$ cat src/rtl/core/midi_clock_tempo_tracker_defines.svh
// Assertion macros for the MIDI clock tempo tracker.
// Used by mctt_back in rtl/core; the macros expect clk and rst_n in scope.
`ifndef MIDI_CLOCK_TEMPO_TRACKER_DEFINES_SVH
`define MIDI_CLOCK_TEMPO_TRACKER_DEFINES_SVH

`ifndef SYNTH
// pre holds in a cycle -> post holds in the same cycle
`define MCTT_ASSERT_IMPL(lbl, pre, post) \
  lbl: assert property (@(posedge clk) disable iff (!rst_n) (pre) |-> (post)) \
    else $error("mctt assertion failed");
// pre holds in a cycle -> post holds in the next cycle
`define MCTT_ASSERT_NEXT(lbl, pre, post) \
  lbl: assert property (@(posedge clk) disable iff (!rst_n) (pre) |=> (post)) \
    else $error("mctt assertion failed");
`else
`define MCTT_ASSERT_IMPL(lbl, pre, post)
`define MCTT_ASSERT_NEXT(lbl, pre, post)
`endif

`endif

$ cat src/rtl/core/mctt_pkg.sv
// Shared types and constants for the MIDI clock tempo tracker.
// No dependencies.
package mctt_pkg;

  localparam int unsigned FUNC_W  = 2;
  localparam int unsigned TS_W    = 32;
  localparam int unsigned TEMPO_W = 16;
  localparam int unsigned COUNT_W = 8;

  // event kinds; the fourth code is ignored
  typedef enum logic [FUNC_W-1:0] {
    FUNC_CLOCK = 2'd0,
    FUNC_START = 2'd1,
    FUNC_STOP  = 2'd2
  } func_t;

  localparam int unsigned PULSES_PER_QUARTER = 24;
  localparam int unsigned MS_PER_MINUTE      = 60000;
  localparam int unsigned PULSE_SCALE        = 4;

  localparam logic [TEMPO_W-1:0] TEMPO_MAX = '1;
  localparam logic [TEMPO_W-1:0] TEMPO_MIN = TEMPO_W'(1);

  // step tick bookkeeping: count restarts at one on a tick
  localparam logic [COUNT_W-1:0] STEP_FIRST = COUNT_W'(1);
  localparam logic [COUNT_W-1:0] STEP_WRAP  = COUNT_W'(4);

  localparam int unsigned QUEUE_DEPTH = 2;

  typedef struct packed {
    logic               is_pulse;
    logic               step_tick;
    logic [COUNT_W-1:0] clock_count;
    logic               is_running;
  } job_ctl_t;

  typedef struct packed {
    logic full;
    logic empty;
  } q_stat_t;

endpackage

$ cat src/rtl/core/mctt_in_if.sv
// Event channel: valid/ready handshake with func and timestamp payload.
// Depends on mctt_pkg.
interface mctt_in_if;
  import mctt_pkg::*;

  logic               valid;
  logic               ready;
  logic [FUNC_W-1:0]  func;
  logic [TS_W-1:0]    timestamp;

  modport source (output valid, func, timestamp, input ready);
  modport sink   (input valid, func, timestamp, output ready);
endinterface

$ cat src/rtl/core/mctt_out_if.sv
// Result channel: valid/ready handshake with tempo and transport payload.
// Depends on mctt_pkg.
interface mctt_out_if;
  import mctt_pkg::*;

  logic               valid;
  logic               ready;
  logic [TEMPO_W-1:0] tempo_bpm;
  logic               tempo_valid;
  logic               step_tick;
  logic [COUNT_W-1:0] clock_count;
  logic               is_running;

  modport source (output valid, tempo_bpm, tempo_valid, step_tick, clock_count, is_running,
                  input ready);
  modport sink   (input valid, tempo_bpm, tempo_valid, step_tick, clock_count, is_running,
                  output ready);
endinterface

$ cat src/rtl/core/midi_clock_tempo_tracker.sv
// MIDI clock tempo tracker, top level: front end, two-entry job queue, divider back end.
// Path: an accepted word is pushed into the queue; the back end pops it, runs the
//   bit-serial divider for a clock pulse whose sum is nonzero and at most NUM, and
//   registers the result. The front takes a word every cycle until the queue fills;
//   the back end takes a new job only once the previous result is loaded out.
// Reset (rst_n low, synchronous) clears the ring valid bits, sum, time, count and run flag.
module midi_clock_tempo_tracker #(
  parameter int unsigned WINDOW_DEPTH = 8
) (
  input  logic       clk,
  input  logic       rst_n,
  mctt_in_if.sink    in_ch,
  mctt_out_if.source out_ch
);
  import mctt_pkg::*;

  localparam int unsigned SUM_W  = TS_W + $clog2(WINDOW_DEPTH);
  localparam int unsigned JOB_W  = $bits(job_ctl_t) + SUM_W;

  q_stat_t          q_stat;
  logic             push;
  job_ctl_t         push_ctl;
  logic [SUM_W-1:0] push_sum;
  logic             pop;
  logic [JOB_W-1:0] pop_data;
  job_ctl_t         pop_ctl;
  logic [SUM_W-1:0] pop_sum;

  mctt_front #(
    .WINDOW_DEPTH (WINDOW_DEPTH),
    .SUM_W        (SUM_W)
  ) u_front (
    .clk      (clk),
    .rst_n    (rst_n),
    .in_ch    (in_ch),
    .q_stat   (q_stat),
    .push     (push),
    .push_ctl (push_ctl),
    .push_sum (push_sum)
  );

  mctt_queue #(
    .DATA_W (JOB_W)
  ) u_queue (
    .clk       (clk),
    .rst_n     (rst_n),
    .push      (push),
    .push_data ({push_ctl, push_sum}),
    .pop       (pop),
    .pop_data  (pop_data),
    .q_stat    (q_stat)
  );

  assign pop_ctl = pop_data[JOB_W-1:SUM_W];
  assign pop_sum = pop_data[SUM_W-1:0];

  mctt_back #(
    .WINDOW_DEPTH (WINDOW_DEPTH),
    .SUM_W        (SUM_W)
  ) u_back (
    .clk     (clk),
    .rst_n   (rst_n),
    .q_stat  (q_stat),
    .pop_ctl (pop_ctl),
    .pop_sum (pop_sum),
    .pop     (pop),
    .out_ch  (out_ch)
  );

endmodule

$ cat src/rtl/core/mctt_front.sv
// Front end: takes events, updates gap ring, running sum, count and run flag.
// Depends on mctt_pkg and mctt_in_if; pushes one job per word into the queue.
module mctt_front #(
  parameter int unsigned WINDOW_DEPTH = 8,
  parameter int unsigned SUM_W        = 35
) (
  input  logic               clk,
  input  logic               rst_n,
  mctt_in_if.sink            in_ch,
  input  mctt_pkg::q_stat_t  q_stat,
  output logic               push,
  output mctt_pkg::job_ctl_t push_ctl,
  output logic [SUM_W-1:0]   push_sum
);
  import mctt_pkg::*;

  localparam int unsigned SLOT_W = $clog2(WINDOW_DEPTH);
  localparam logic [SLOT_W-1:0] SLOT_LAST = SLOT_W'(WINDOW_DEPTH - 1);

  logic [TS_W-1:0]         last_time_r, last_time_nxt;
  logic [SUM_W-1:0]        sum_r, sum_nxt;
  logic [SLOT_W-1:0]       slot_r, slot_nxt;
  logic [COUNT_W-1:0]      count_r, count_nxt;
  logic                    run_r, run_nxt;
  logic [WINDOW_DEPTH-1:0] valid_r;
  logic [TS_W-1:0]         rd_r;
  logic [TS_W-1:0]         gap_mem [WINDOW_DEPTH];

  logic               accept;
  logic               pulse;
  logic               tick;
  logic [TS_W-1:0]    gap;
  logic [TS_W-1:0]    old_gap;
  logic [SLOT_W-1:0]  slot_inc;
  logic [COUNT_W-1:0] count_inc;

  assign in_ch.ready = !q_stat.full;
  assign accept      = in_ch.valid && in_ch.ready;

  // rd_r always holds the ring entry at slot_r; a never-written entry counts as zero
  assign gap       = in_ch.timestamp - last_time_r;
  assign old_gap   = valid_r[slot_r] ? rd_r : '0;
  assign slot_inc  = (slot_r == SLOT_LAST) ? '0 : slot_r + SLOT_W'(1);
  assign count_inc = count_r + COUNT_W'(1);

  always_comb begin
    last_time_nxt = last_time_r;
    sum_nxt       = sum_r;
    slot_nxt      = slot_r;
    count_nxt     = count_r;
    run_nxt       = run_r;
    pulse         = 1'b0;
    tick          = 1'b0;
    if (accept) begin
      unique case (func_t'(in_ch.func))
        FUNC_CLOCK: begin
          pulse         = 1'b1;
          last_time_nxt = in_ch.timestamp;
          sum_nxt       = sum_r - SUM_W'(old_gap) + SUM_W'(gap);
          slot_nxt      = slot_inc;
          count_nxt     = count_inc;
          if (run_r && (count_inc == STEP_FIRST || count_inc >= STEP_WRAP)) begin
            count_nxt = STEP_FIRST;
            tick      = 1'b1;
          end
        end
        FUNC_START: begin
          count_nxt     = '0;
          run_nxt       = 1'b1;
          last_time_nxt = in_ch.timestamp;
        end
        FUNC_STOP: begin
          run_nxt = 1'b0;
        end
        default: ;
      endcase
    end
  end

  assign push                 = accept;
  assign push_ctl.is_pulse    = pulse;
  assign push_ctl.step_tick   = tick;
  assign push_ctl.clock_count = count_nxt;
  assign push_ctl.is_running  = run_nxt;
  assign push_sum             = sum_nxt;

  always_ff @(posedge clk) begin
    if (!rst_n) begin
      last_time_r <= '0;
      sum_r       <= '0;
      slot_r      <= '0;
      count_r     <= '0;
      run_r       <= 1'b0;
      valid_r     <= '0;
    end else begin
      last_time_r <= last_time_nxt;
      sum_r       <= sum_nxt;
      slot_r      <= slot_nxt;
      count_r     <= count_nxt;
      run_r       <= run_nxt;
      if (pulse) begin
        valid_r[slot_r] <= 1'b1;
      end
    end
  end

  // write this slot, prefetch the next one (never the same address)
  always_ff @(posedge clk) begin
    if (pulse) begin
      gap_mem[slot_r] <= gap;
      rd_r            <= gap_mem[slot_inc];
    end
  end

endmodule

$ cat src/rtl/core/mctt_queue.sv
// Small FIFO between front and back ends.
// Depends on mctt_pkg for depth and status type.
module mctt_queue #(
  parameter int unsigned DATA_W = 47
) (
  input  logic              clk,
  input  logic              rst_n,
  input  logic              push,
  input  logic [DATA_W-1:0] push_data,
  input  logic              pop,
  output logic [DATA_W-1:0] pop_data,
  output mctt_pkg::q_stat_t q_stat
);
  import mctt_pkg::*;

  localparam int unsigned PTR_W = $clog2(QUEUE_DEPTH);
  localparam int unsigned CNT_W = $clog2(QUEUE_DEPTH + 1);
  localparam logic [PTR_W-1:0] PTR_LAST = PTR_W'(QUEUE_DEPTH - 1);

  logic [DATA_W-1:0] entry_r [QUEUE_DEPTH];
  logic [PTR_W-1:0]  wr_ptr_r, rd_ptr_r;
  logic [CNT_W-1:0]  cnt_r, cnt_nxt;

  assign q_stat.full  = (cnt_r == CNT_W'(QUEUE_DEPTH));
  assign q_stat.empty = (cnt_r == '0);
  assign pop_data     = entry_r[rd_ptr_r];

  always_comb begin
    cnt_nxt = cnt_r;
    if (push && !pop) begin
      cnt_nxt = cnt_r + CNT_W'(1);
    end else if (pop && !push) begin
      cnt_nxt = cnt_r - CNT_W'(1);
    end
  end

  always_ff @(posedge clk) begin
    if (!rst_n) begin
      wr_ptr_r <= '0;
      rd_ptr_r <= '0;
      cnt_r    <= '0;
    end else begin
      cnt_r <= cnt_nxt;
      if (push) begin
        wr_ptr_r <= (wr_ptr_r == PTR_LAST) ? '0 : wr_ptr_r + PTR_W'(1);
      end
      if (pop) begin
        rd_ptr_r <= (rd_ptr_r == PTR_LAST) ? '0 : rd_ptr_r + PTR_W'(1);
      end
    end
  end

  always_ff @(posedge clk) begin
    if (push) begin
      entry_r[wr_ptr_r] <= push_data;
    end
  end

endmodule

$ cat src/rtl/core/mctt_back.sv
// Back end: bit-serial tempo divider and the output register.
// Depends on mctt_pkg, mctt_out_if and the assertion macro header.
`include "midi_clock_tempo_tracker_defines.svh"

module mctt_back #(
  parameter int unsigned WINDOW_DEPTH = 8,
  parameter int unsigned SUM_W        = 35
) (
  input  logic               clk,
  input  logic               rst_n,
  input  mctt_pkg::q_stat_t  q_stat,
  input  mctt_pkg::job_ctl_t pop_ctl,
  input  logic [SUM_W-1:0]   pop_sum,
  output logic               pop,
  mctt_out_if.source         out_ch
);
  import mctt_pkg::*;

  // tempo = floor(NUM / sum), held to TEMPO_MIN..TEMPO_MAX; 60000*4*W/24 is an exact integer
  localparam int unsigned NUM = MS_PER_MINUTE * PULSE_SCALE * WINDOW_DEPTH / PULSES_PER_QUARTER;
  localparam int unsigned NUM_W = $clog2(NUM + 1);
  localparam int unsigned CNT_W = $clog2(NUM_W);
  localparam logic [NUM_W-1:0] NUM_VEC = NUM_W'(NUM);
  localparam logic [SUM_W-1:0] NUM_SUM = SUM_W'(NUM);

  typedef enum logic [2:0] {
    ST_IDLE = 3'b001,
    ST_DIV  = 3'b010,
    ST_DONE = 3'b100
  } back_state_t;

  back_state_t        state_r, state_nxt;
  job_ctl_t           ctl_r, ctl_nxt;
  logic [NUM_W-1:0]   div_r, div_nxt;
  logic [NUM_W-1:0]   rem_r, rem_nxt;
  logic [NUM_W-1:0]   quo_r, quo_nxt;
  logic [CNT_W-1:0]   cnt_r, cnt_nxt;
  logic [TEMPO_W-1:0] tempo_r, tempo_nxt;

  logic               out_valid_r, out_valid_nxt;
  logic [TEMPO_W-1:0] out_tempo_r;
  logic               out_tvalid_r;
  logic               out_tick_r;
  logic [COUNT_W-1:0] out_count_r;
  logic               out_run_r;

  logic               out_free;
  logic               load_out;
  logic [NUM_W:0]     rem_sh;
  logic               q_bit;
  logic [31:0]        quo_ext;

  assign out_free = !out_valid_r || out_ch.ready;
  assign pop      = (state_r == ST_IDLE) && !q_stat.empty;
  assign load_out = (state_r == ST_DONE) && out_free;

  // one restoring step: bring down the next dividend bit, subtract if it fits
  assign rem_sh  = {rem_r, NUM_VEC[cnt_r]};
  assign q_bit   = (rem_sh >= {1'b0, div_r});
  assign quo_ext = 32'({quo_r[NUM_W-2:0], q_bit});

  always_comb begin
    state_nxt = state_r;
    ctl_nxt   = ctl_r;
    div_nxt   = div_r;
    rem_nxt   = rem_r;
    quo_nxt   = quo_r;
    cnt_nxt   = cnt_r;
    tempo_nxt = tempo_r;
    unique case (state_r)
      ST_IDLE: begin
        if (pop) begin
          ctl_nxt   = pop_ctl;
          tempo_nxt = '0;
          state_nxt = ST_DONE;
          if (pop_ctl.is_pulse) begin
            if (pop_sum == '0) begin
              tempo_nxt = TEMPO_MAX;
            end else if (pop_sum > NUM_SUM) begin
              // quotient would be zero
              tempo_nxt = TEMPO_MIN;
            end else begin
              div_nxt   = pop_sum[NUM_W-1:0];
              rem_nxt   = '0;
              quo_nxt   = '0;
              cnt_nxt   = CNT_W'(NUM_W - 1);
              state_nxt = ST_DIV;
            end
          end
        end
      end
      ST_DIV: begin
        rem_nxt = q_bit ? NUM_W'(rem_sh - {1'b0, div_r}) : rem_sh[NUM_W-1:0];
        quo_nxt = quo_ext[NUM_W-1:0];
        cnt_nxt = cnt_r - CNT_W'(1);
        if (cnt_r == '0) begin
          tempo_nxt = (quo_ext > 32'(TEMPO_MAX)) ? TEMPO_MAX : quo_ext[TEMPO_W-1:0];
          state_nxt = ST_DONE;
        end
      end
      ST_DONE: begin
        if (out_free) begin
          state_nxt = ST_IDLE;
        end
      end
      default: state_nxt = ST_IDLE;
    endcase
  end

  always_comb begin
    out_valid_nxt = out_valid_r && !out_ch.ready;
    if (load_out) begin
      out_valid_nxt = 1'b1;
    end
  end

  always_ff @(posedge clk) begin
    if (!rst_n) begin
      state_r     <= ST_IDLE;
      out_valid_r <= 1'b0;
    end else begin
      state_r     <= state_nxt;
      out_valid_r <= out_valid_nxt;
    end
  end

  always_ff @(posedge clk) begin
    ctl_r   <= ctl_nxt;
    div_r   <= div_nxt;
    rem_r   <= rem_nxt;
    quo_r   <= quo_nxt;
    cnt_r   <= cnt_nxt;
    tempo_r <= tempo_nxt;
    if (load_out) begin
      out_tempo_r  <= tempo_r;
      out_tvalid_r <= ctl_r.is_pulse;
      out_tick_r   <= ctl_r.step_tick;
      out_count_r  <= ctl_r.clock_count;
      out_run_r    <= ctl_r.is_running;
    end
  end

  assign out_ch.valid       = out_valid_r;
  assign out_ch.tempo_bpm   = out_tempo_r;
  assign out_ch.tempo_valid = out_tvalid_r;
  assign out_ch.step_tick   = out_tick_r;
  assign out_ch.clock_count = out_count_r;
  assign out_ch.is_running  = out_run_r;

  `MCTT_ASSERT_IMPL(a_div_nonzero, state_r == ST_DIV, div_r != '0)
  `MCTT_ASSERT_IMPL(a_idle_tempo_zero, out_valid_r && !out_tvalid_r, out_tempo_r == '0)
  `MCTT_ASSERT_IMPL(a_pulse_tempo_set, out_valid_r && out_tvalid_r, out_tempo_r != '0)
  `MCTT_ASSERT_NEXT(a_pop_leaves_idle, pop, state_r != ST_IDLE)

endmodule
$ cat src/flat_wrapper.sv
// flat-port wrapper written by rule: the top's interface ports become plain ports
module midi_clock_tempo_tracker_flat import mctt_pkg::*;
#(
  parameter int unsigned WINDOW_DEPTH = 8
)
  (clk, rst_n, in_ch_valid, in_ch_func, in_ch_timestamp, in_ch_ready, out_ch_valid, out_ch_tempo_bpm, out_ch_tempo_valid, out_ch_step_tick, out_ch_clock_count, out_ch_is_running, out_ch_ready);
  mctt_in_if in_ch_i ();
  mctt_out_if out_ch_i ();
  input  logic clk;
  input  logic rst_n;
  input wire logic [$bits(in_ch_i.valid)-1:0] in_ch_valid;
  input wire logic [$bits(in_ch_i.func)-1:0] in_ch_func;
  input wire logic [$bits(in_ch_i.timestamp)-1:0] in_ch_timestamp;
  output wire logic [$bits(in_ch_i.ready)-1:0] in_ch_ready;
  output wire logic [$bits(out_ch_i.valid)-1:0] out_ch_valid;
  output wire logic [$bits(out_ch_i.tempo_bpm)-1:0] out_ch_tempo_bpm;
  output wire logic [$bits(out_ch_i.tempo_valid)-1:0] out_ch_tempo_valid;
  output wire logic [$bits(out_ch_i.step_tick)-1:0] out_ch_step_tick;
  output wire logic [$bits(out_ch_i.clock_count)-1:0] out_ch_clock_count;
  output wire logic [$bits(out_ch_i.is_running)-1:0] out_ch_is_running;
  input wire logic [$bits(out_ch_i.ready)-1:0] out_ch_ready;
  assign in_ch_i.valid = in_ch_valid;
  assign in_ch_i.func = in_ch_func;
  assign in_ch_i.timestamp = in_ch_timestamp;
  assign in_ch_ready = in_ch_i.ready;
  assign out_ch_valid = out_ch_i.valid;
  assign out_ch_tempo_bpm = out_ch_i.tempo_bpm;
  assign out_ch_tempo_valid = out_ch_i.tempo_valid;
  assign out_ch_step_tick = out_ch_i.step_tick;
  assign out_ch_clock_count = out_ch_i.clock_count;
  assign out_ch_is_running = out_ch_i.is_running;
  assign out_ch_i.ready = out_ch_ready;
  midi_clock_tempo_tracker #(.WINDOW_DEPTH(WINDOW_DEPTH)) u_core (.clk(clk), .rst_n(rst_n), .in_ch(in_ch_i), .out_ch(out_ch_i));
endmodule
$ cat config.mk
export PLATFORM = sky130hd
export DESIGN_NAME = midi_clock_tempo_tracker_flat
export DESIGN_NICKNAME = d
export VERILOG_FILES = /design/src/rtl/core/mctt_pkg.sv /design/src/rtl/core/mctt_in_if.sv /design/src/rtl/core/mctt_out_if.sv /design/src/rtl/core/midi_clock_tempo_tracker.sv /design/src/rtl/core/mctt_front.sv /design/src/rtl/core/mctt_queue.sv /design/src/rtl/core/mctt_back.sv /design/src/flat_wrapper.sv
export VERILOG_INCLUDE_DIRS = /design/src /design/src/rtl/core
export SDC_FILE = /design/constraint.sdc
export NUM_CORES = 1
export LEC_CHECK = 0
export ABC_AREA = 1
export BUFFER_PORTS_ARGS = -buffer_cell sky130_fd_sc_hd__buf_2
export CAP_MARGIN = 20
export CORE_MARGIN = 5
export CORE_UTILIZATION = 57
export CTS_CLUSTER_SIZE = 10
export DETAILED_ROUTE_END_ITERATION = 12
export GPL_TIMING_DRIVEN = 0
export MAX_ROUTING_LAYER = met4
export PLACE_DENSITY = 0.77
export SETUP_SLACK_MARGIN = 0.1
export SYNTH_ARGS = -nofsm -noshare
export SYNTH_HDL_FRONTEND = slang
export SYNTH_HIERARCHICAL = 1
export SYNTH_SLANG_ARGS = --single-unit
$ cat constraint.sdc
create_clock -name clk -period 4.6 [get_ports clk]
set_clock_uncertainty 0.2 [all_clocks]
set_input_delay 0.46 -clock clk [delete_from_list [all_inputs] [get_ports clk]]
set_output_delay 0.46 -clock clk [all_outputs]
set_load 0.01 [all_outputs]
==> results of run 1 <==
-- stage by stage --
stage                     power [mW]  cell area, µm²  TNS, ns
final                           20.9           35000        0
after global routing            22.0           35000    -1.01
after CTS                       19.8           33900        0
after detailed placement        14.2           30800   -47.77
after global placement          13.9           30400  -880.54
after floorplan                 12.2           29200   -78.28
-- timing repair --
| item | CTS | global route |
|---|---|---|
| hold buffers | 30 | 0 |
| gates resized for setup | 92 | 230 |
| pin swaps | 11 | 73 |
| endpoints found under the hold margin | 31 | 0 |
| setup buffers | 11 | 26 |
| setup endpoints to repair | 72 | 78 |
-- synthesized netlist by cell type, types with 4 or more instances --
cell type,count
a31oi_1,15
edfxtp_1,489
o21bai_1,6
or2_2,19
inv_1,444
nand2_1,531
xnor2_1,21
o21ai_2,7
nand3_2,9
a31o_2,20
o21ai_0,101
mux2_2,7
mux2_4,40
nand4_1,18
buf_12,5
buf_2,20
o21ai_1,6
nand2_2,19
nor2_1,284
o21a_1,6
buf_4,6
clkbuf_1,54
a21oi_1,179
a21o_1,5
nand3b_1,17
nor4_1,9
a21oi_2,11
o221ai_1,64
fa_1,34
dfxtp_1,97
nand3_1,148
buf_1,7
nor2_2,8
xor2_1,38
ha_1,92
a211oi_1,4
nor3_1,22
-- cell families (layout without fill, tap and decap cells) --
family	count (synthesis)	count (layout)
other cells	0	1
buf+inv	542	842
simple gates	1098	1098
fa+ha+maj	126	126
mux	47	47
flops	586	586
xor+xnor	59	59
compound gates	434	434
-- worst min path at each step --
| stage | start | endpoint | slack, ns | cells after the start |
|---|---|---|---|---|
| floorplan | u_core/u_back/ctl_r[1]$_DFFE_PP_ | u_core/u_back/out_ch.clock_count[0]$_DFFE_PP_ | 0.20 | 0 |
| global placement | u_core/u_back/tempo_r[8]$_DFFE_PP_ | u_core/u_back/out_ch.tempo_bpm[8]$_DFFE_PP_ | 0.20 | 0 |
| detailed placement | u_core/u_back/ctl_r[1]$_DFFE_PP_ | u_core/u_back/out_ch.clock_count[0]$_DFFE_PP_ | 0.20 | 0 |
| CTS | in_ch_timestamp[2] | u_core/u_front/last_time_r[2]$_SDFFE_PN0P_ | 0.006 | 3 |
| global route | in_ch_timestamp[1] | u_core/u_front/last_time_r[1]$_SDFFE_PN0P_ | 0.05 | 3 |
| finish | in_ch_timestamp[14] | u_core/u_front/last_time_r[14]$_SDFFE_PN0P_ | 0.05 | 3 |
-- layout make-up --
class / instances / area (µm²)
multi-input combinational: 1764 / 11900
clock inverter: 9 / 161
timing repair buffer: 175 / 1280
fill: 3647 / 16100
antenna: 1 / 2.50
tap: 680 / 851
sequential: 586 / 16600
clock buffer: 116 / 1990
buffer: 95 / 513
inverter: 447 / 1680
-- flip-flops by register name (all words and copies together), names as in the netlist, 3 cells and up, named ones only --
name and count:
u_core/u_back/rem_r 17, u_core/u_front/sum_r 35, u_core/u_front/count_r 8, u_core/u_back/out_ch.tempo_bpm 16
u_core/u_front/gap_mem 256, u_core/u_back/quo_r 16, u_core/u_back/cnt_r 5, u_core/u_back/ctl_r 11
u_core/u_back/state_r 3, u_core/u_front/slot_r 3, u_core/u_back/out_ch.clock_count 8, u_core/u_back/div_r 17
u_core/u_front/last_time_r 32, u_core/u_front/rd_r 32, u_core/u_front/valid_r 8, u_core/u_back/tempo_r 16
u_core/u_queue/entry_r 92
-- layout by cell type (no fill, tap or decap), types with 10 or more instances in the layout --
| cell | synthesis | routed |
|---|---|---|
| clkbuf_1 | 54 | 93 |
| o21ai_2 | 7 | 10 |
| buf_2 | 20 | 87 |
| nor2_2 | 8 | 29 |
| o21ai_0 | 101 | 81 |
| ha_1 | 92 | 51 |
| xor2_1 | 38 | 20 |
| nand3_2 | 9 | 19 |
| o221ai_1 | 64 | 64 |
| clkbuf_16 | 0 | 72 |
| dfxtp_1 | 97 | 96 |
| nand2_4 | 3 | 13 |
| xor2_4 | 0 | 12 |
| edfxtp_1 | 489 | 489 |
| buf_4 | 6 | 79 |
| o21ai_1 | 6 | 16 |
| a31oi_1 | 15 | 14 |
| xnor2_1 | 21 | 15 |
| ha_4 | 0 | 23 |
| nand4_1 | 18 | 18 |
| a21oi_4 | 1 | 13 |
| nor3_1 | 22 | 17 |
| dlygate4sd3_1 | 0 | 30 |
| nand2_2 | 19 | 44 |
| a31o_2 | 20 | 20 |
| nand3_1 | 148 | 137 |
| nand3b_1 | 17 | 17 |
| nor2_1 | 284 | 257 |
| or2_2 | 19 | 19 |
| inv_1 | 444 | 433 |
| a21oi_1 | 179 | 129 |
| nand2_1 | 531 | 495 |
| fa_1 | 34 | 33 |
| inv_2 | 3 | 14 |
| mux2_4 | 40 | 40 |
| ha_2 | 0 | 18 |
| a21oi_2 | 11 | 49 |
-- tightest hold or removal path, stage by stage --
cell and delay [ns]:
buf_2 0.13, o21ai_0 0.16, a21oi_1 0.06
-- per-layer routing --
| metal | wire length (µm) | global-route usage | up-vias |
|---|---|---|---|
| met5 | 0 | - | - |
| met4 | 4210 | 0.119 | 0 |
| met3 | 6010 | 0.0421 | 255 |
| met2 | 37300 | 0.450 | 1060 |
| met1 | 30300 | 0.352 | 10519 |
| li1 | - | - | 10250 |
-- where the power goes --
part	total [mW]	leakage (nW)	internal, mW	switching [mW]
logic	8.73	7.73	3.22	5.51
registers	7.06	5.30	6.84	0.219
clock network	5.12	1.02	2.98	2.14
total	20.9	14.1	13.0	7.87
==> summary.txt, run 1 <==
Outcome
  – Status: finished clean

Layout
  – Final design utilization: 0.685
  – Share of layout cells above drive strength 1: 0.203
  – Synth-to-layout area growth: 19.8%
  – Non-filler cells in the finished layout: slightly below 4000
  – Layout Nets: roughly 3300

Global routing
  – Global-route wire length before repair: around 120 mm
  – Largest net degree at the start of global routing: 39
  – Vias in the first global route: 21951
  – Gr usage total: 0.278
  – Initial antenna violation count: 1
  – GR Overflow Total: 0

Worst setup path
  – Worst r2r dst: u_core/u_queue/entry_r[1][27]$_DFFE_PP_
  – Crit-path max cell delay: around 0.5 ns
  – CP Depth: 25
  – Setup crit end kind: register
  – Crit path buf inv count: 3
  – Max FO, Critical Path: 4
  – Reg2reg start: u_core/u_front/last_time_r[0]$_SDFFE_PN0P_
  – CP required: 4.76 ns
  – CP Launch Type: register
  – Worst Setup SP: u_core/u_front/last_time_r[0]$_SDFFE_PN0P_
  – R2R Setup Slk: between 0.006 and 0.007 ns
  – Worst Path Class, Setup: reg2reg
  – Worst Path Arrival: about 4.8 ns
  – CP endpoint: u_core/u_queue/entry_r[1][27]$_DFFE_PP_
  – CP max-delay cell: fa_1
  – Register-to-Register Path Depth: 25
  – Top delay family on crit path: compound AO/OA/AOI/OAI gates

Synth
  – Synthesized net count: approximately 3100
  – Yosys cell types: between 50 and 60
  – Synth Area in Compound Gates: 0.0915
  – Post-Synth XOR/XNOR Area: 0.0177
  – Synthesized cell area: around 30000 µm²
  – Post-Syn Area per Cell: between 10 and 15 µm²
  – Synth Instances: just under 3000
  – Async set-reset flop share out of synthesis: 0
  – Flops & latches, synth: 586
  – Synth warn: 6
  – Main combinational cell family by area after synthesis: simple AND/OR/NAND/NOR gates
  – Post-synthesis mux area share: 0.0232
  – Top cell type's share of synthesized area: 0.502
  – Seq/Total Area, Yosys: 0.569
  – Post-Synth Simple-Gate Area: 0.161
  – Main synth FF type: edfxtp_1
  – Yosys top cell by area: edfxtp_1
  – Post-synthesis adder-cell area fraction: 0.0627
  – Largest cells by area after synthesis: edfxtp_1 50%, nand2_1 6.8%, dfxtp_1 6.6%
  – Number of flops mapped to enable cells by yosys: 489

Timing
  – Fin crit period: 4.59 ns
  – Hold Vio Cnt, Final: 0
  – Crit share post-route: 0.999
  – Slew HR: 0.257
  – Hold_ws: between 0.04 and 0.05 ns
  – Worst Tran Pin Value: 1.11 ns
  – Slew Viols, Final: 0
  – Final setup fails: 0
  – F_max: ~220 MHz
  – Final setup margin: 0.00654 ns
  – RSZ-0062 raised after global routing: true

Detailed routing
  – Starting DRT DRC Count: approximately 2300
  – Post-route ant nets: 0
  – Via count: between 20000 and 25000
  – DRC: 0
  – WL final: 77.8 mm
  – DRT Pass-1 Iters: 6
  – Drt wl/cell: 20.1 µm
  – Drt via density: between 5 and 6

Placed design
  – Port bufs: 66
  – GPL Wtd Cong: between 0.9 and 1
  – Inst Count DP: between 3000 and 4000
  – Post-DP HPWL: between 50 and 60 mm
  – Place WS: -0.939 ns

Floorplan
  – Core ar.: 51100 µm²
  – # rows: just over 80
  – Die area: between 50000 and 60000 µm²
  – I/O Pins: 67
  – Starting Density: 0.572
  – Die Y: about 240 µm
  – Die Width: between 200 and 250 µm

Min path
  – Hold Path Class: in2reg

Clock tree
  – Clk_lat worst skew: 0.62 ns
  – H-tree levels: 3
  – Clock sinks: 586
  – CTS tree: done
  – Clock Tree Root: clkbuf_16
  – CTS Buffer Depth: 3
  – Total CTS buffers: 70
  – CTS clk-pin slew, worst paths: roughly 0.05 ns

Power and ir drop
  – Peak VDD IR: around 430 µV
  – Power density over cell area: ~600 nW/µm²
  – Static leakage: 14.1 nW

Job
  – Max cap viols: 0
(Power assumes the default switching activity.)
==> run 2, diff against run 1 <==
--- a/config.mk
+++ b/config.mk
@@ -9,6 +9,7 @@
 export ABC_AREA = 1
 export BUFFER_PORTS_ARGS = -buffer_cell sky130_fd_sc_hd__buf_2
 export CAP_MARGIN = 20
+export CORE_ASPECT_RATIO = 2
 export CORE_MARGIN = 5
 export CORE_UTILIZATION = 57
 export CTS_CLUSTER_SIZE = 10
==> run 2 against run 1 <==
Against the previous run:
- cell area hardly changed
- non-clock buffer count is 5 higher
- die area is 0.49% higher
- setup slack better by 0.083 ns
- register-to-register slack better by 0.08 ns
==> summary.txt, run 2 (synthesis gave the netlist of run 1 again) <==
Clock tree
  – H-tree levels: 3
  – CTS clk-pin slew, worst paths: ~0.060 ns
  – CTS tree: done
  – Clk_lat worst skew: roughly 0.61 ns
  – Clock sinks: slightly below 600
  – Clock Tree Root: clkbuf_16
  – CTS Buffer Depth: 3
  – Total CTS buffers: 69

Detailed routing
  – Uppermost layer routed: met4
  – Drt wl/cell: between 20 and 25 µm
  – Post-route ant nets: 0
  – Routed met3 length: roughly 4.6 mm
  – DRC: 0
  – Met2 routed WL: 47.2 mm
  – WL final: around 87 mm
  – Starting DRT DRC Count: 2088
  – DRT Pass-1 Iters: 6
  – Via count: 22657
  – Drt via density: between 5 and 6
  – Metal-1 WL: about 26 mm

Worst setup path
  – CP Cell Sequence: dlygate4sd3_1, buf_2, ha_1, clkinvlp_4, nor3_1, a21oi_1, o21ai_0, a21oi_4, xor2_4, clkinv_4, fa_1, inv_2, ha_4, nand2_4, nor2_4, nand2_2, nor3_2, nand2_2, nand2_1, nand2_1, nand2_1, nand2_1, nand2_2, inv_2
  – Max FO, Critical Path: 6
  – CP max-delay cell: fa_1
  – CP most frequent cell: nand2_1
  – Crit-path max cell delay: about 0.55 ns
  – CP required: roughly 4.8 ns
  – Crit path buf inv count: 6
  – CP Launch Type: input pin
  – Setup crit end kind: register
  – Top delay family on crit path: simple AND/OR/NAND/NOR gates
  – Worst Path Arrival: 4.66 ns
  – Worst Path Class, Setup: in2reg

Floorplan
  – Core ar.: about 50000 µm²
  – I/O Pins: 67
  – Die Y: around 330 µm
  – Starting Density: 0.575
  – # rows: ~120
  – Die Width: approximately 170 µm
  – Die area: 56200 µm²

Placed design
  – Inst Count DP: 3657
  – GPL Wtd Cong: between 0.9 and 1
  – Post-DP HPWL: between 60 and 70 mm
  – Port bufs: between 60 and 70
  – Place WS: -1.10 ns

Power and ir drop
  – Peak VDD IR: between 400 and 500 µV
  – Static leakage: around 14 nW
  – Power density over cell area: 606 nW/µm²

Global routing
  – Gr usage total: 0.312
  – Largest net degree at the start of global routing: 45
  – Vias in the first global route: 23398
  – GR Overflow Total: 0
  – Initial antenna violation count: 0
  – Global-route wire length before repair: around 130 mm

Timing
  – Hold_ws: about 0.033 ns
  – RSZ-0062 raised after global routing: true
  – Crit share post-route: 0.981
  – Slew HR: 0.308
  – Final setup fails: 0
  – F_max: between 200 and 250 MHz
  – Hold Vio Cnt, Final: 0
  – Final setup margin: between 0.08 and 0.09 ns
  – Worst Tran Pin Value: 1.03 ns
  – Slew Viols, Final: 0
  – Fin crit period: 4.51 ns

Layout
  – Layout Nets: around 3300
  – Largest reg by FF count: u_core/u_front/gap_mem
  – Synth-to-layout area growth: 19.9%
  – Number of flip-flops in the largest register: approximately 260
  – Largest registers: u_core/u_front/gap_mem: 256 flops, u_core/u_queue/entry_r: 92 flops, u_core/u_front/sum_r: 35 flops
  – Non-filler cells in the finished layout: approximately 3800
  – Most frequent cells in the layout: 489 x nand2_1, 489 x edfxtp_1, 427 x inv_1
  – Share of layout cells above drive strength 1: 0.208

Outcome
  – Status: finished clean

Job
  – Max cap viols: 0

Min path
  – Hold Path Class: in2reg
==> run 2: changes by cell type in the layout (fill, tap and decap cells not counted), moves of 4 or more <==
cell and change:
buf_4 +4, dlygate4sd3_1 -5, inv_1 -6, nand2_1 -6
nand2_2 +5, nand3_2 -4, nor2_1 -4, nor2_4 +6
==> run 2: final cells by class <==
cell class              instances  area (µm²)
clock buffers                 110        1920
inverters                     447        1690
plain buffers                  95         513
fillers                      3579       15800
repair buffers                180        1350
diodes                          1        2.50
multi-input cells            1764       12000
well taps                     654         818
clock inverters                 8         139
flip-flops and latches        586       16600
==> run 2: path summary, 6_finish.rpt <==
path                                                            startpoint                                       endpoint  slack [ns]  depth (start not counted)
worst max register to register  u_core/u_front/last_time_r[0]$_SDFFE_PN0P_        u_core/u_queue/entry_r[0][31]$_DFFE_PP_        0.09                         26
worst min register to register            u_core/u_back/ctl_r[3]$_DFFE_PP_  u_core/u_back/out_ch.clock_count[2]$_DFFE_PP_        0.22                          0
worst min-delay path                                          out_ch_ready          u_core/u_back/out_ch.valid$_SDFF_PN0_        0.03                          4
worst max-delay path                                   in_ch_timestamp[29]        u_core/u_queue/entry_r[0][31]$_DFFE_PP_        0.09                         24
==> run 2: what timing repair did <==
action,CTS,global route
setup buffers,21,23
hold buffers,25,0
pin swaps,29,62
hold endpoints to repair,25,0
gates resized for setup,143,203
setup endpoints to repair,71,82
==> run 2: through the flow <==
step / setup TNS (ns) / util / area, µm² / total power, mW
4_1_cts: 0 / 0.669 / 34000 / 20.2
3_3_place_gp: -909.85 / 0.598 / 30400 / 14.2
3_5_place_dp: -48.79 / 0.607 / 30800 / 14.4
6_report: 0 / 0.690 / 35000 / 21.2
5_1_grt: -0.409 / 0.689 / 35000 / 22.3
2_1_floorplan: -78.28 / - / 29200 / 12.2
==> run 2: worst register-to-register path, stage by stage (launching register included) <==
cell and delay (ns):
dfxtp_2 0.36, ha_4 0.13, inv_2 0.04, fa_2 0.39
nand2_2 0.09, nand3_2 0.08, o21ai_4 0.12, o21ai_4 0.11
nand3_2 0.09, nand3_4 0.11, a21oi_4 0.22, xor2_4 0.24
clkinv_4 0.15, fa_1 0.56, inv_2 0.05, ha_4 0.31
nand2_4 0.07, nor2_4 0.14, nand2_2 0.09, nor3_2 0.18
nand2_2 0.12, nand2_1 0.07, nand2_1 0.04, nand2_1 0.05
nand2_1 0.05, nand2_2 0.12, inv_2 0.05
==> run 2: metal layers <==
metal,vias up,track usage
li1,10240,-
met1,10680,0.274
met2,1203,0.567
met3,534,0.0427
met4,0,0.268
met5,-,-
==> run 2: power by group <==
group	internal [mW]	total, mW	switching (mW)
combinational	3.26	9.09	5.83
clock	2.94	5.06	2.12
sequential	6.84	7.09	0.248
